## src/rtl/core/led_driver_serial_sender_core_macros.svh

```systemverilog
// Assertion macros used by the LED serial sender top level.
`ifndef LED_DRIVER_SERIAL_SENDER_CORE_MACROS_SVH
`define LED_DRIVER_SERIAL_SENDER_CORE_MACROS_SVH

// Same-cycle implication, clocked by clock, off during reset.
`define LEDSS_ASSERT_IMP(lbl, ante, cons) \
   lbl: assert property (@(posedge clock) disable iff (reset) (ante) |-> (cons)) \
      else $error("ledss assertion failed");

// Next-cycle implication, clocked by clock, off during reset.
`define LEDSS_ASSERT_NEXT(lbl, ante, cons) \
   lbl: assert property (@(posedge clock) disable iff (reset) (ante) |=> (cons)) \
      else $error("ledss assertion failed");

`endif

```

## src/rtl/core/ledss_pkg.sv

```systemverilog
// Types, constants and microcode ROM for the LED serial sender.
package ledss_pkg;

   localparam logic [1:0] CMD_BEGIN  = 2'd0;
   localparam logic [1:0] CMD_BRIGHT = 2'd1;
   localparam logic [1:0] CMD_GRID   = 2'd2;

   localparam logic [2:0] CSR_GRID_MAP_EN    = 3'd0;
   localparam logic [2:0] CSR_GRID_MAP_LOWER = 3'd1;
   localparam logic [2:0] CSR_GRID_MAP_UPPER = 3'd2;
   localparam logic [2:0] CSR_SEG_MAP_EN     = 3'd3;
   localparam logic [2:0] CSR_SEG_MAP        = 3'd4;

   localparam int CSR_DATA_W = 40;

   localparam logic [7:0] BYTE_DATA_AUTO = 8'h40;
   localparam logic [7:0] BYTE_DISP_OFF  = 8'h80;
   localparam logic [7:0] BYTE_DISP_ON   = 8'h88;
   localparam logic [7:0] BYTE_ADDR      = 8'hC0;
   localparam logic [4:0] BRIGHT_MAX     = 5'd8;

   typedef logic [3:0] pc_type;

   localparam pc_type PC_BEGIN = 4'd0;
   localparam pc_type PC_START = 4'd2;
   localparam pc_type PC_BIT   = 4'd3;

   typedef enum logic [1:0] {CLK_KEEP, CLK_LOW, CLK_HIGH} clk_op_type;
   typedef enum logic [1:0] {DAT_KEEP, DAT_LOW, DAT_HIGH, DAT_BIT} dat_op_type;
   typedef enum logic {COND_NONE, COND_BYTE_LOOP} cond_type;

   typedef struct packed {
      clk_op_type clk_op;
      dat_op_type dat_op;
      logic       hold;
      logic       last;
      cond_type   cond;
      pc_type     target;
   } ucode_type;

   typedef struct packed {
      logic      fire;
      ucode_type word;
   } seq_ctrl_type;

   typedef struct packed {
      logic slot_free;
      logic loop_taken;
   } dp_status_type;

   typedef struct packed {
      logic       start;
      pc_type     entry;
      logic [7:0] byte0;
      logic [7:0] byte1;
      logic       two_bytes;
   } load_type;

   // Frame program: begin prefix, start, byte loop, stop.
   function automatic ucode_type ucode_rom(input pc_type pc);
      ucode_type w;
      w = '{clk_op: CLK_KEEP, dat_op: DAT_KEEP, hold: 1'b0, last: 1'b0,
            cond: COND_NONE, target: PC_BIT};
      unique case (pc)
         4'd0: begin w.clk_op = CLK_HIGH; w.dat_op = DAT_HIGH; end
         4'd1: begin w.clk_op = CLK_HIGH; w.hold = 1'b1; end
         4'd2: begin w.dat_op = DAT_LOW; w.hold = 1'b1; end
         4'd3: begin w.clk_op = CLK_LOW; end
         4'd4: begin w.dat_op = DAT_BIT; end
         4'd5: begin
            w.clk_op = CLK_HIGH;
            w.hold   = 1'b1;
            w.cond   = COND_BYTE_LOOP;
         end
         4'd6: begin w.clk_op = CLK_LOW; end
         4'd7: begin w.dat_op = DAT_LOW; end
         4'd8: begin w.clk_op = CLK_HIGH; w.hold = 1'b1; end
         4'd9: begin w.dat_op = DAT_HIGH; w.hold = 1'b1; w.last = 1'b1; end
         default: begin w.dat_op = DAT_HIGH; w.hold = 1'b1; w.last = 1'b1; end
      endcase
      return w;
   endfunction

endpackage

```

## src/rtl/core/ledss_if.sv

```systemverilog
// Request and response channel interfaces.
interface ledss_req_if;
   logic              valid;
   logic              ready;
   logic [1:0]        command;
   logic signed [4:0] brightness;
   logic [7:0]        grid;
   logic [7:0]        segs;

   modport source (output valid, command, brightness, grid, segs, input ready);
   modport sink   (input valid, command, brightness, grid, segs, output ready);
endinterface

interface ledss_rsp_if;
   logic valid;
   logic ready;
   logic clock_level;
   logic data_level;
   logic hold_after;
   logic last_step;

   modport source (output valid, clock_level, data_level, hold_after, last_step,
                   input ready);
   modport sink   (input valid, clock_level, data_level, hold_after, last_step,
                   output ready);
endinterface

```

## src/rtl/core/ledss_seq.sv

```systemverilog
// Microcode sequencer: step counter, ROM fetch and conditional jump.
module ledss_seq
   import ledss_pkg::*;
(
   input  logic          clock,
   input  logic          reset,
   input  load_type      load,
   input  dp_status_type status,
   output seq_ctrl_type  ctrl,
   output logic          busy
);

   logic      busy_ff, busy_in;
   pc_type    pc_ff, pc_in;
   ucode_type word;
   logic      fire;

   always_comb begin
      word    = ucode_rom(pc_ff);
      fire    = busy_ff && status.slot_free;
      pc_in   = pc_ff;
      busy_in = busy_ff;
      if (load.start) begin
         busy_in = 1'b1;
         pc_in   = load.entry;
      end else if (fire) begin
         if (word.last) busy_in = 1'b0;
         if (word.cond == COND_BYTE_LOOP && status.loop_taken) begin
            pc_in = word.target;
         end else begin
            pc_in = pc_ff + 4'd1;
         end
      end
   end

   always_ff @(posedge clock) begin
      if (reset) begin
         busy_ff <= 1'b0;
         pc_ff   <= PC_BEGIN;
      end else begin
         busy_ff <= busy_in;
         pc_ff   <= pc_in;
      end
   end

   assign ctrl.fire = fire;
   assign ctrl.word = word;
   assign busy      = busy_ff;

endmodule

```

## src/rtl/core/ledss_datapath.sv

```systemverilog
// Datapath: pin levels, byte shifter and result register.
module ledss_datapath
   import ledss_pkg::*;
(
   input  logic          clock,
   input  logic          reset,
   input  load_type      load,
   input  seq_ctrl_type  ctrl,
   output dp_status_type status,
   ledss_rsp_if.source   rsp_ch
);

   logic       clk_ff, clk_in;
   logic       dat_ff, dat_in;
   logic [7:0] shift_ff, shift_in;
   logic [7:0] byte1_ff, byte1_in;
   logic       pending_ff, pending_in;
   logic [2:0] bitcnt_ff, bitcnt_in;
   logic       valid_ff, valid_in;
   logic       out_clk_ff, out_dat_ff, out_hold_ff, out_last_ff;
   logic       slot_free;
   logic       loop_taken;

   assign slot_free  = !valid_ff || rsp_ch.ready;
   assign loop_taken = (bitcnt_ff != 3'd7) || pending_ff;

   always_comb begin
      clk_in     = clk_ff;
      dat_in     = dat_ff;
      shift_in   = shift_ff;
      byte1_in   = byte1_ff;
      pending_in = pending_ff;
      bitcnt_in  = bitcnt_ff;
      valid_in   = valid_ff && !rsp_ch.ready;
      if (load.start) begin
         // lines idle high at the start of every request
         clk_in     = 1'b1;
         dat_in     = 1'b1;
         shift_in   = load.byte0;
         byte1_in   = load.byte1;
         pending_in = load.two_bytes;
         bitcnt_in  = 3'd0;
      end else if (ctrl.fire) begin
         valid_in = 1'b1;
         unique case (ctrl.word.clk_op)
            CLK_LOW:  clk_in = 1'b0;
            CLK_HIGH: clk_in = 1'b1;
            default:  clk_in = clk_ff;
         endcase
         unique case (ctrl.word.dat_op)
            DAT_KEEP: dat_in = dat_ff;
            DAT_LOW:  dat_in = 1'b0;
            DAT_HIGH: dat_in = 1'b1;
            DAT_BIT:  dat_in = shift_ff[0];
         endcase
         if (ctrl.word.cond == COND_BYTE_LOOP) begin
            if (bitcnt_ff != 3'd7) begin
               shift_in  = {1'b0, shift_ff[7:1]};
               bitcnt_in = bitcnt_ff + 3'd1;
            end else if (pending_ff) begin
               shift_in   = byte1_ff;
               pending_in = 1'b0;
               bitcnt_in  = 3'd0;
            end
         end
      end
   end

   always_ff @(posedge clock) begin
      if (reset) begin
         clk_ff     <= 1'b1;
         dat_ff     <= 1'b1;
         pending_ff <= 1'b0;
         bitcnt_ff  <= 3'd0;
         valid_ff   <= 1'b0;
      end else begin
         clk_ff     <= clk_in;
         dat_ff     <= dat_in;
         pending_ff <= pending_in;
         bitcnt_ff  <= bitcnt_in;
         valid_ff   <= valid_in;
      end
   end

   always_ff @(posedge clock) begin
      shift_ff <= shift_in;
      byte1_ff <= byte1_in;
      if (ctrl.fire) begin
         out_clk_ff  <= clk_in;
         out_dat_ff  <= dat_in;
         out_hold_ff <= ctrl.word.hold;
         out_last_ff <= ctrl.word.last;
      end
   end

   assign status.slot_free  = slot_free;
   assign status.loop_taken = loop_taken;

   assign rsp_ch.valid       = valid_ff;
   assign rsp_ch.clock_level = out_clk_ff;
   assign rsp_ch.data_level  = out_dat_ff;
   assign rsp_ch.hold_after  = out_hold_ff;
   assign rsp_ch.last_step   = out_last_ff;

endmodule

```

## src/rtl/core/led_driver_serial_sender_core.sv

```systemverilog
// Two-wire LED driver serial sender: top level with decode and registers.
// Each accepted request becomes a frame of pin-step beats on rsp_ch, one
// beat per cycle while the sink is ready: begin gives 31 beats, set
// brightness 29, write grid 53; the last beat carries last_step. A request
// is taken whenever it is offered while idle; its frame follows from a
// microcoded sequencer (ten-word ROM, one word per beat). Requests that
// give no frame (command three, grid out of range, invalid remap entry)
// are taken and dropped. req_ch.ready is low while a frame is being sent.
// The user must write registers through csr_we/csr_index/csr_wdata only
// while idle; the block does not enforce this. There is no clearing pass
// after reset.
module led_driver_serial_sender_core
   import ledss_pkg::*;
#(
   parameter int GRID_COUNT = 16
) (
   input  logic                  clock,
   input  logic                  reset,
   ledss_req_if.sink             req_ch,
   ledss_rsp_if.source           rsp_ch,
   input  logic                  csr_we,
   input  logic [2:0]            csr_index,
   input  logic [CSR_DATA_W-1:0] csr_wdata
);

   // grid limits in the widths they are compared at
   localparam logic [7:0] GridLimit   = 8'(GRID_COUNT);
   localparam logic [4:0] EntryLimit  = 5'(GRID_COUNT);

   // configuration registers
   logic        grid_map_en_ff;
   logic [39:0] grid_map_lower_ff;
   logic [39:0] grid_map_upper_ff;
   logic        seg_map_en_ff;
   logic [23:0] seg_map_ff;

   always_ff @(posedge clock) begin
      if (reset) begin
         grid_map_en_ff    <= 1'b0;
         grid_map_lower_ff <= '0;
         grid_map_upper_ff <= '0;
         seg_map_en_ff     <= 1'b0;
         seg_map_ff        <= '0;
      end else if (csr_we) begin
         unique case (csr_index)
            CSR_GRID_MAP_EN:    grid_map_en_ff    <= csr_wdata[0];
            CSR_GRID_MAP_LOWER: grid_map_lower_ff <= csr_wdata[39:0];
            CSR_GRID_MAP_UPPER: grid_map_upper_ff <= csr_wdata[39:0];
            CSR_SEG_MAP_EN:     seg_map_en_ff     <= csr_wdata[0];
            CSR_SEG_MAP:        seg_map_ff        <= csr_wdata[23:0];
            default: ;
         endcase
      end
   end

   // request decode
   logic [15:0][4:0] grid_table;
   logic [7:0][2:0]  seg_table;
   logic [4:0]       grid_entry;
   logic [3:0]       grid_addr;
   logic             grid_ok;
   logic [7:0]       segs_mapped;
   logic [7:0]       segs_out;
   logic [4:0]       bright_sat;
   logic [2:0]       bright_m1;
   logic [7:0]       bright_byte;
   logic             frame_go;
   logic             accept;
   logic             busy;
   load_type         load;
   seq_ctrl_type     ctrl;
   dp_status_type    status;

   assign grid_table = {grid_map_upper_ff, grid_map_lower_ff};
   assign seg_table  = seg_map_ff;

   always_comb begin
      grid_entry = grid_table[req_ch.grid[3:0]];
      grid_ok    = req_ch.grid < GridLimit;
      grid_addr  = req_ch.grid[3:0];
      if (grid_map_en_ff) begin
         grid_ok   = grid_ok && (grid_entry < EntryLimit);
         grid_addr = grid_entry[3:0];
      end

      // colliding targets simply OR together
      segs_mapped = '0;
      for (int i = 0; i < 8; i++) begin
         if (req_ch.segs[i]) segs_mapped = segs_mapped | (8'd1 << seg_table[i]);
      end
      segs_out = seg_map_en_ff ? segs_mapped : req_ch.segs;

      // saturate to 0..8; 0 turns the display off
      if (req_ch.brightness[4]) begin
         bright_sat = 5'd0;
      end else if (req_ch.brightness > $signed(BRIGHT_MAX)) begin
         bright_sat = BRIGHT_MAX;
      end else begin
         bright_sat = req_ch.brightness;
      end
      bright_m1   = 3'(bright_sat - 5'd1);
      bright_byte = (bright_sat == 5'd0) ? BYTE_DISP_OFF : (BYTE_DISP_ON | {5'd0, bright_m1});
   end

   assign req_ch.ready = !busy;
   assign accept       = req_ch.valid && req_ch.ready;

   always_comb begin
      frame_go       = 1'b0;
      load.entry     = PC_START;
      load.byte0     = BYTE_DATA_AUTO;
      load.byte1     = segs_out;
      load.two_bytes = 1'b0;
      unique case (req_ch.command)
         CMD_BEGIN: begin
            frame_go   = 1'b1;
            load.entry = PC_BEGIN;
         end
         CMD_BRIGHT: begin
            frame_go   = 1'b1;
            load.byte0 = bright_byte;
         end
         CMD_GRID: begin
            frame_go       = grid_ok;
            load.byte0     = BYTE_ADDR | {4'd0, grid_addr};
            load.two_bytes = 1'b1;
         end
         default: frame_go = 1'b0;
      endcase
      load.start = accept && frame_go;
   end

   ledss_seq u_seq (
      .clock  (clock),
      .reset  (reset),
      .load   (load),
      .status (status),
      .ctrl   (ctrl),
      .busy   (busy)
   );

   ledss_datapath u_datapath (
      .clock  (clock),
      .reset  (reset),
      .load   (load),
      .ctrl   (ctrl),
      .status (status),
      .rsp_ch (rsp_ch)
   );

`include "led_driver_serial_sender_core_macros.svh"

   // a frame ends with both lines released high
   `LEDSS_ASSERT_IMP(a_last_idle_high, rsp_ch.valid && rsp_ch.last_step,
                     rsp_ch.clock_level && rsp_ch.data_level)
   // steps with the clock low never ask for a hold
   `LEDSS_ASSERT_IMP(a_clk_low_no_hold, rsp_ch.valid && !rsp_ch.clock_level,
                     !rsp_ch.hold_after)
   // the sequencer goes idle right after it issues the final beat
   `LEDSS_ASSERT_NEXT(a_last_seq_idle, ctrl.fire && ctrl.word.last, !busy)
   // a request that starts a frame blocks the next one
   `LEDSS_ASSERT_NEXT(a_start_blocks, load.start, !req_ch.ready)

endmodule

```

## src/flat_wrapper.sv

```systemverilog
// flat-port wrapper written by rule: the top's interface ports become plain ports
module led_driver_serial_sender_core_flat import ledss_pkg::*;
#(
   parameter int GRID_COUNT = 16
)
  (clock, reset, csr_we, csr_index, csr_wdata, req_ch_valid, req_ch_command, req_ch_brightness, req_ch_grid, req_ch_segs, req_ch_ready, rsp_ch_valid, rsp_ch_clock_level, rsp_ch_data_level, rsp_ch_hold_after, rsp_ch_last_step, rsp_ch_ready);
  ledss_req_if req_ch_i ();
  ledss_rsp_if rsp_ch_i ();
  input  logic clock;
  input  logic reset;
  input  logic csr_we;
  input  logic [2:0] csr_index;
  input  logic [CSR_DATA_W-1:0] csr_wdata;
  input wire logic [$bits(req_ch_i.valid)-1:0] req_ch_valid;
  input wire logic [$bits(req_ch_i.command)-1:0] req_ch_command;
  input wire logic [$bits(req_ch_i.brightness)-1:0] req_ch_brightness;
  input wire logic [$bits(req_ch_i.grid)-1:0] req_ch_grid;
  input wire logic [$bits(req_ch_i.segs)-1:0] req_ch_segs;
  output wire logic [$bits(req_ch_i.ready)-1:0] req_ch_ready;
  output wire logic [$bits(rsp_ch_i.valid)-1:0] rsp_ch_valid;
  output wire logic [$bits(rsp_ch_i.clock_level)-1:0] rsp_ch_clock_level;
  output wire logic [$bits(rsp_ch_i.data_level)-1:0] rsp_ch_data_level;
  output wire logic [$bits(rsp_ch_i.hold_after)-1:0] rsp_ch_hold_after;
  output wire logic [$bits(rsp_ch_i.last_step)-1:0] rsp_ch_last_step;
  input wire logic [$bits(rsp_ch_i.ready)-1:0] rsp_ch_ready;
  assign req_ch_i.valid = req_ch_valid;
  assign req_ch_i.command = req_ch_command;
  assign req_ch_i.brightness = req_ch_brightness;
  assign req_ch_i.grid = req_ch_grid;
  assign req_ch_i.segs = req_ch_segs;
  assign req_ch_ready = req_ch_i.ready;
  assign rsp_ch_valid = rsp_ch_i.valid;
  assign rsp_ch_clock_level = rsp_ch_i.clock_level;
  assign rsp_ch_data_level = rsp_ch_i.data_level;
  assign rsp_ch_hold_after = rsp_ch_i.hold_after;
  assign rsp_ch_last_step = rsp_ch_i.last_step;
  assign rsp_ch_i.ready = rsp_ch_ready;
  led_driver_serial_sender_core #(.GRID_COUNT(GRID_COUNT)) u_core (.clock(clock), .reset(reset), .req_ch(req_ch_i), .rsp_ch(rsp_ch_i), .csr_we(csr_we), .csr_index(csr_index), .csr_wdata(csr_wdata));
endmodule
```

## config.mk

```make
export PLATFORM = sky130hd
export DESIGN_NAME = led_driver_serial_sender_core_flat
export DESIGN_NICKNAME = d
export VERILOG_FILES = /design/src/rtl/core/ledss_pkg.sv /design/src/rtl/core/ledss_if.sv /design/src/rtl/core/ledss_seq.sv /design/src/rtl/core/ledss_datapath.sv /design/src/rtl/core/led_driver_serial_sender_core.sv /design/src/flat_wrapper.sv
export VERILOG_INCLUDE_DIRS = /design/src /design/src/rtl/core
export SDC_FILE = /design/constraint.sdc
export NUM_CORES = 1
export LEC_CHECK = 0
export ABC_AREA = 1
export BUFFER_PORTS_ARGS = -buffer_cell sky130_fd_sc_hd__buf_2
export CORE_ASPECT_RATIO = 2
export CORE_MARGIN = 2
export CORE_UTILIZATION = 55
export DETAILED_ROUTE_END_ITERATION = 12
export GPL_TIMING_DRIVEN = 0
export PLACE_DENSITY = 0.76
export SETUP_SLACK_MARGIN = 0.2
export SYNTH_ARGS = -nofsm -noshare
export SYNTH_HDL_FRONTEND = slang
export SYNTH_SLANG_ARGS = --single-unit
```

## constraint.sdc

```tcl
create_clock -name clock -period 2.2 [get_ports clock]
set_input_delay 0.44 -clock clock [delete_from_list [all_inputs] [get_ports clock]]
set_output_delay 0.44 -clock clock [all_outputs]
set_load 0.02 [all_outputs]
```

==> results.md, run 1 <==
- Status: finished, final reports clean
- Post-layout worst setup margin: 0.3125 ns
- DRT iter0 DRCs: approximately 530
- Clk buf depth: 2
- Worst Setup End Kind: register
- Logic pwr share: 10.2%
- Critical Path Start Type: register
- Final setup violation count: 0
- Die height: 162.4 µm
- Global-route wire length before repair: 34670 µm
- Filler cells: 1128
- Slew headroom: between 50% and 60%
- CTS tree: done
- Antenna Nets Post-Route: 0
- First-pass DRT Iterations: 5
- Sw Share: 25.00%
- Slew @ Worst Pin: 0.6333 ns
- Num ports: 77
- Pwr/cell area: 802.4 nW/µm²
- Num CTS Buffers: 17
- H-tree Lvls: 4
- CTS Root Cell: clkbuf_16
- Flops & latches, synth: 138
- Clock power share: 48.1%
- HPWL after DPL: 16570 µm
- Placed cell areas: about 7500 µm²
- FF-to-FF End: u_core.u_datapath.shift_ff[5]$_SDFFCE_PP0P_
- CP delay by family, top: adder cells
- Core footprint: roughly 12000 µm²
- Slowest cell on the critical path: dfxtp_1
- Layout cells sized above 1: between 10 and 15%
- Final Hold Slack: 0.2485 ns
- VDD IR max: 634.9 µV
- Setup Skew: around 0.0074 ns
- Most common cell on crit path: ha_1
- Reg2Reg Depth: 7
- Area Overhead vs Synth: 17.90%
- Sw Pwr: between 1.5 and 2 mW
- Synth unique cells: between 40 and 50
- Setup TNS: 0 ns
- Minimum clock period: around 1.9 ns
- Hold Vio Cnt, Final: 0
- Area contributors post-synth: dfxtp_1, nor2_1, o21ai_0, nand2_1, edfxtp_1
- Final Non-Filler Cells: about 1200
- Final worst-path cycle share: between 80% and 90%
- Fin. max-slew vios: 0
- Initial antenna violation count: 0
- CTS Sinks: roughly 140
- Metal2 WL: 11590 µm
- Max Cap Violations: 0
- Syn_area_per_cell: 6.984 µm²
- Final global-route overflow total: 0
- CP startpoint: u_core.u_datapath.bitcnt_ff[0]$_SDFFE_PP0P_
- Number of I/O port buffers: 75
- DR vias/cell: 5.700
- DP Worst Slack: -0.2500 ns
- Synth Flop Type: dfxtp_1
- Worst Path Class, Setup: reg2reg
- Pin count of the biggest net entering global routing: 17
- Die Wd: roughly 83 µm
- Met3 WL: 1246 µm
- Crit path cell chain: ha_1, ha_1, clkinv_1, o21ai_1, nor2_1, inv_1, nand2_4
- Yosys top cell area share: 34.23%
- CP arrival: 2.01 ns
- Reg power frac: 41.6%
- Req. time, crit path: 2.32 ns
- Residual DRC: 0
- Lkg Pwr: roughly 3.6 nW
- Total GRT Usage: 33.26%
- Bufs and invs on worst path: 2
- # rows: between 50 and 60
- Post-CTS Setup Bufs: 0
- Uppermost layer routed: met4
- Routed met1 length: 7471 µm
- Inst Count DP: 1210
- Final wirelength: about 22000 µm
- Vias: 7079
- N_diodes: 0
- Max Fclk: 0.5298 GHz
- Post-synth net total: between 1000 and 1500
- RSZ-0062 raised after global routing: no
- EDFF count, synth: 20
- Final GP Congestion: 1.024
- Die area: 13510 µm²
- Clk_lat worst skew: ~0.43 ns
- Worst path depth: 7
- Critical Path Max Stage Delay: about 0.32 ns
- Final Cell Area: a little over 8000 µm²
- Yosys top cell by area: dfxtp_1
- Crit-path max FO: 10
- R2R setup slack: 0.31 ns
- Final net count: approximately 1200
- Post-synth ARST share: 0%
- Initial Utilization: between 50 and 60%
- Mapped Cells: approximately 990
- Routed len/inst: around 18 µm
- Vias in the first global route: 7075
- Int Pwr: 4.896 mW
- Synth Cell Area: 6900 µm²
- YS warnings: 0
- Seq/Total Area, Yosys: 42.94%
- Min-Delay Path Class: in2reg
- Worst Setup EP: u_core.u_datapath.shift_ff[5]$_SDFFCE_PP0P_
- FF-to-FF Start: u_core.u_datapath.bitcnt_ff[0]$_SDFFE_PP0P_
- Clk slew on worst S/H paths: 0.06 ns
tightest hold or removal path, cell delays in order:
cell and delay (ns):
buf_2 0.08, nor2_1 0.04, nor2_1 0.08
area by class of cell:
class	count	area, µm²	share of cell area [%]
Clock inverter	8	126.4	1.553
Clock buffer	24	524.3	6.444
Multi-Input combinational cell	713	3377	41.51
Timing Repair Buffer	75	375.4	4.614
Sequential cell	138	2964	36.43
Tap cell	147	183.9	2.261
Buffer	47	242.7	2.984
Inverter	90	341.6	4.199
power by group through the flow:
stage / clock network, mW / registers, mW / logic, mW
6_report: 3.14 / 2.72 / 0.668
4_1_cts: 3.15 / 2.71 / 0.650
3_5_place_dp: 0 / 2.77 / 0.644
3_3_place_gp: 0 / 2.77 / 0.638
2_1_floorplan: 0 / 2.76 / 0.390
5_1_grt: 3.25 / 2.73 / 0.735
cells in the mapped netlist (all sizes together) (2+ instances only):
library cell	number
nand3	80
clkinv	2
a31oi	3
a21oi	50
a41oi	2
clkbuf	27
o21a	2
dfxtp	118
nand4	14
ha	13
nor2	210
inv	88
o22ai	5
edfxtp	20
a22oi	3
nor4	8
nor3	12
nand2	165
buf	20
a221oi	2
o21ai	134
metal layers:
layer	global-route usage [%]	vias up
li1	-	3451
met1	31.74	3212
met2	61.88	299
met3	6.741	117
met4	24.07	0
met5	0	-
registers in the layout, indices dropped and copies added (netlist names), 3 cells and up:
| name | count |
|---|---|
| u_core.grid_map_upper_ff | 40 |
| u_core.u_seq.pc_ff | 4 |
| u_core.grid_map_lower_ff | 40 |
| u_core.seg_map_ff | 24 |
| u_core.u_datapath.shift_ff | 8 |
| u_core.u_datapath.byte1_ff | 8 |
| u_core.u_datapath.bitcnt_ff | 3 |
cells by family (layout without fill, tap and decap cells):
group	count (synthesis)	after routing	share of synthesized area [%]
AO/OA/AOI/OAI	208	208	16.08
flip-flops	138	138	42.94
multiplexers	1	1	0.1451
buffers and inverters	137	244	8.413
adder cells (fa/ha/maj)	13	13	2.357
AND/OR/NAND/NOR	491	491	30.06
per-stage QoR:
step	power [mW]	util (%)
floorplan	3.146	-
global placement	3.404	61.17
detailed placement	3.413	61.17
CTS	6.512	66.52
global route	6.710	66.71
finish	6.528	66.71
layout by cell type, fill, tap and decap left out, types with 5 or more instances in the layout:
cell / n
a21oi_1: 49
buf_2: 86
buf_4: 5
clkbuf_1: 29
clkbuf_16: 19
dfxtp_1: 117
edfxtp_1: 20
ha_1: 12
inv_1: 82
inv_2: 6
nand2_1: 161
nand3_1: 77
nand4_1: 14
nor2_1: 209
nor3_1: 9
nor4_1: 8
o21ai_0: 129
o22ai_1: 5
how the worst min path moves through the flow:
| stage | start | endpoint | slack (ns) | cells past startpoint |
|---|---|---|---|---|
| after floorplan | u_core.grid_map_upper_ff[18]$_SDFFE_PP0P_ | u_core.grid_map_upper_ff[18]$_SDFFE_PP0P_ | 0.43 | 2 |
| after global placement | u_core.grid_map_upper_ff[39]$_SDFFE_PP0P_ | u_core.grid_map_upper_ff[39]$_SDFFE_PP0P_ | 0.44 | 2 |
| after detailed placement | u_core.grid_map_upper_ff[18]$_SDFFE_PP0P_ | u_core.grid_map_upper_ff[18]$_SDFFE_PP0P_ | 0.45 | 2 |
| after CTS | csr_wdata[33] | u_core.grid_map_upper_ff[33]$_SDFFE_PP0P_ | 0.25 | 3 |
| after global routing | csr_wdata[32] | u_core.grid_map_lower_ff[32]$_SDFFE_PP0P_ | 0.26 | 3 |
| final | csr_wdata[33] | u_core.grid_map_lower_ff[33]$_SDFFE_PP0P_ | 0.25 | 3 |
repair_timing:
action,in CTS,in global routing
setup endpoints to repair,10,26
hold buffers,0,0
gates resized for setup,1,7
No activity file was read; power rests on OpenSTA's default activity.
==> run 2: changes to the inputs <==
--- a/config.mk
+++ b/config.mk
@@ -6,7 +6,7 @@
 export SDC_FILE = /design/constraint.sdc
 export NUM_CORES = 1
 export LEC_CHECK = 0
-export ABC_AREA = 1
+export ABC_AREA = 0
 export BUFFER_PORTS_ARGS = -buffer_cell sky130_fd_sc_hd__buf_2
 export CORE_ASPECT_RATIO = 2
 export CORE_MARGIN = 2
@@ -14,6 +14,7 @@
 export DETAILED_ROUTE_END_ITERATION = 12
 export GPL_TIMING_DRIVEN = 0
 export PLACE_DENSITY = 0.76
+export RECOVER_POWER = 100
 export SETUP_SLACK_MARGIN = 0.2
 export SYNTH_ARGS = -nofsm -noshare
 export SYNTH_HDL_FRONTEND = slang
==> results.md, run 2 <==
- Status: finished, final reports clean
- Post-synth top cells: nand2_1, a21oi_1, dfxtp_1, clkbuf_1, nor2_1
- Vias in the first global route: 6506
- Die height: 161.0 µm
- Inst Count DP: 1029
- HPWL after DPL: 16160 µm
- # rows: 57
- Num CTS Buffers: 17
- Int Pwr: 4.972 mW
- Top-count cell post-synth: nand2_1
- CTS tree: done
- Crit-path max FO: 5
- Final Cell Area: 8197 µm²
- Routed len/inst: approximately 21 µm
- Synth Cell Area: 6775 µm²
- First-pass DRT Iterations: 5
- Final Hold Slack: 0.2679 ns
- EDFF count, synth: 20
- R2R setup slack: 0.13 ns
- Clock power share: between 40 and 50%
- Num ports: 77
- Number of I/O port buffers: 74
- Yosys top cell area share: 34.87%
- Fin. max-slew vios: 0
- Reg2Reg Depth: 9
- Lkg Pwr: 2.914 nW
- Core footprint: 12050 µm²
- CP startpoint: u_core.u_seq.pc_ff[1]$_SDFFE_PP0P_
- Max Fclk: 0.4829 GHz
- Most frequent cells in the layout: nand2_1, a21oi_1, dfxtp_1, buf_2, clkbuf_1
- Sw Pwr: 1.519 mW
- Final GP Congestion: 0.9439
- Slew headroom: roughly 52%
- Final worst-path cycle share: between 90 and 100%
- Final Non-Filler Cells: 1072
- Logic pwr share: roughly a tenth
- Worst Setup EP: u_core.u_datapath.clk_ff$_SDFF_PP1_
- Overall power: 6.491 mW
- Area Overhead vs Synth: 20.98%
- Final global-route overflow total: 0
- CTS Root Cell: clkbuf_16
- Req. time, crit path: 2.50 ns
- Slew @ Worst Pin: 0.7131 ns
- Final setup violation count: 0
- Antenna Nets Post-Route: 0
- Minimum clock period: 2.071 ns
- H-tree Lvls: 4
- CTS Sinks: 138
- Critical Path Start Type: register
- Seq/Total Area, Yosys: between 40% and 50%
- Reg power frac: 41.2%
- Setup Skew: 0.005954 ns
- Worst Path Class, Setup: reg2reg
- Mapped Cells: 808
- Area contributors post-synth: dfxtp_1, nand2_1, edfxtp_1, a21oi_1, mux4_2
- Pwr/cell area: 791.9 nW/µm²
- Commonest non-fill, non-tap cell in the layout: nand2_1
- CTS Hold Bufs: 0
- Hold Vio Cnt, Final: 0
- Post-synth ARST share: 0%
- Synth Flop Type: dfxtp_1
- Final wirelength: 22000 µm
- CP arrival: 2.37 ns
- DR vias/cell: about 6
- Placed cell areas: 7341 µm²
- Post-synth net total: 892
- Min-Delay Path Class: in2reg
- Initial antenna violation count: 0
- YS warnings: 0
- Pin count of the biggest net entering global routing: 18
- N_diodes: 0
- Clk_lat worst skew: 0.42 ns
- Die area: around 13000 µm²
- Initial Utilization: 56.21%
- Total GRT Usage: approximately a third
- Layout cells sized above 1: between 15 and 20%
- Syn_area_per_cell: roughly 8.4 µm²
- Die Wd: 82.48 µm
- Yosys top cell by area: dfxtp_1
- DRT iter0 DRCs: 455
- Clk slew on worst S/H paths: 0.06 ns
- Vias: 6501
- Top flop regs: u_core.grid_map_lower_ff x40, u_core.grid_map_upper_ff x40, u_core.seg_map_ff x24
- Clk buf depth: 2
- VDD IR max: 716.0 µV
- Max Cap Violations: 0
- Worst Setup End Kind: register
- Sw Share: 23.40%
- FF-to-FF End: u_core.u_datapath.clk_ff$_SDFF_PP1_
- Residual DRC: 0
- Final net count: 997
- RSZ-0062 raised after global routing: yes
- Global-route wire length before repair: 33820 µm
- Flops & latches, synth: 138
- FF-to-FF Start: u_core.u_seq.pc_ff[1]$_SDFFE_PP0P_
- Synth unique cells: 62
==> run 2: changes by cell type after synthesis, moves of 12 or more <==
cell,delta
nor3b_1,+12
mux2i_1,+25
nand3_1,-70
nand2b_1,+14
mux4_2,+15
clkbuf_1,+21
nand2_1,+79
nor2_1,-182
o21ai_0,-123
inv_1,-68
a21oi_1,+70
==> run 2: layer usage <==
layer / vias to the layer above / track usage [%] / routed length, µm / share of wire (%)
met3: 116 / 6.348 / 1313 / 6.0
met4: 0 / 28.79 / 2050 / 9.3
met1: 3030 / 34.81 / 7182 / 33
met5: - / 0 / 0 / 0
li1: 3041 / - / - / -
met2: 314 / 59.42 / 11450 / 52
==> run 2: through the flow <==
step / setup TNS, ns / util [%] / setup slack, ns
2_1_floorplan: 0 / - / 0.09599
3_3_place_gp: -5.324 / 60.91 / -0.3129
3_5_place_dp: -5.882 / 60.91 / -0.3260
4_1_cts: 0 / 67.47 / 0.1985
5_1_grt: 0 / 68.01 / 0.06419
6_report: 0 / 68.01 / 0.1290
==> run 2: cell families (layout without fill, tap and decap cells) <==
logic type | after synthesis | count (layout) | share of synthesized area (%)
DFF | 138 | 138 | 43.73
adders and majority gates | 13 | 13 | 2.401
AOI/OAI and AO/OA | 175 | 175 | 15.33
and+or+nand+nor | 366 | 366 | 24.23
muxes | 43 | 43 | 9.603
buffers and inverters | 73 | 190 | 4.709
==> run 2: how the worst min path moves through the flow <==
stage	start	to	slack, ns	cells after the start
final	csr_wdata[38]	u_core.grid_map_upper_ff[38]$_SDFFE_PP0P_	0.27	3
after global routing	csr_wdata[27]	u_core.grid_map_lower_ff[27]$_SDFFE_PP0P_	0.27	3
after CTS	csr_wdata[38]	u_core.grid_map_upper_ff[38]$_SDFFE_PP0P_	0.27	3
after detailed placement	u_core.grid_map_upper_ff[26]$_SDFFE_PP0P_	u_core.grid_map_upper_ff[26]$_SDFFE_PP0P_	0.44	2
after global placement	u_core.grid_map_upper_ff[7]$_SDFFE_PP0P_	u_core.grid_map_upper_ff[7]$_SDFFE_PP0P_	0.44	2
after floorplan	u_core.grid_map_upper_ff[12]$_SDFFE_PP0P_	u_core.grid_map_upper_ff[12]$_SDFFE_PP0P_	0.43	2
==> run 2: final cells by class <==
cell class / count / area, µm²
Buffer: 59 / 284.0
Clock buffer: 20 / 466.7
Clock inverter: 11 / 191.4
Fill cell: 1011 / 3856
Inverter: 14 / 57.56
Multi-Input combinational cell: 597 / 3583
Sequential cell: 138 / 2968
Tap cell: 147 / 183.9
Timing Repair Buffer: 86 / 461.7
==> run 2: worst max-delay path, cell delays in order, from the launching register on <==
cell and delay, ns:
dfxtp_2 0.32, inv_1 0.15, buf_6 0.13, ha_4 0.16, inv_2 0.06, o21bai_4 0.13
ha_1 0.23, nor2_1 0.13, mux2i_1 0.25, or3b_4 0.39
==> run 2: power by group through the flow <==
| stage | sequential, mW | clock, mW | combinational, mW |
|---|---|---|---|
| after floorplan | 2.71 | 0 | 0.326 |
| after global placement | 2.72 | 0 | 0.558 |
| after detailed placement | 2.72 | 0 | 0.565 |
| after CTS | 2.67 | 3.17 | 0.607 |
| after global routing | 2.68 | 3.26 | 0.693 |
| final | 2.67 | 3.17 | 0.646 |
==> run 2: repair_timing <==
action                                  in CTS  in global routing
resized for setup                           22                 22
endpoints found under the setup margin      12                 30
pin swaps                                    3                  7
setup buffers                                8                  4
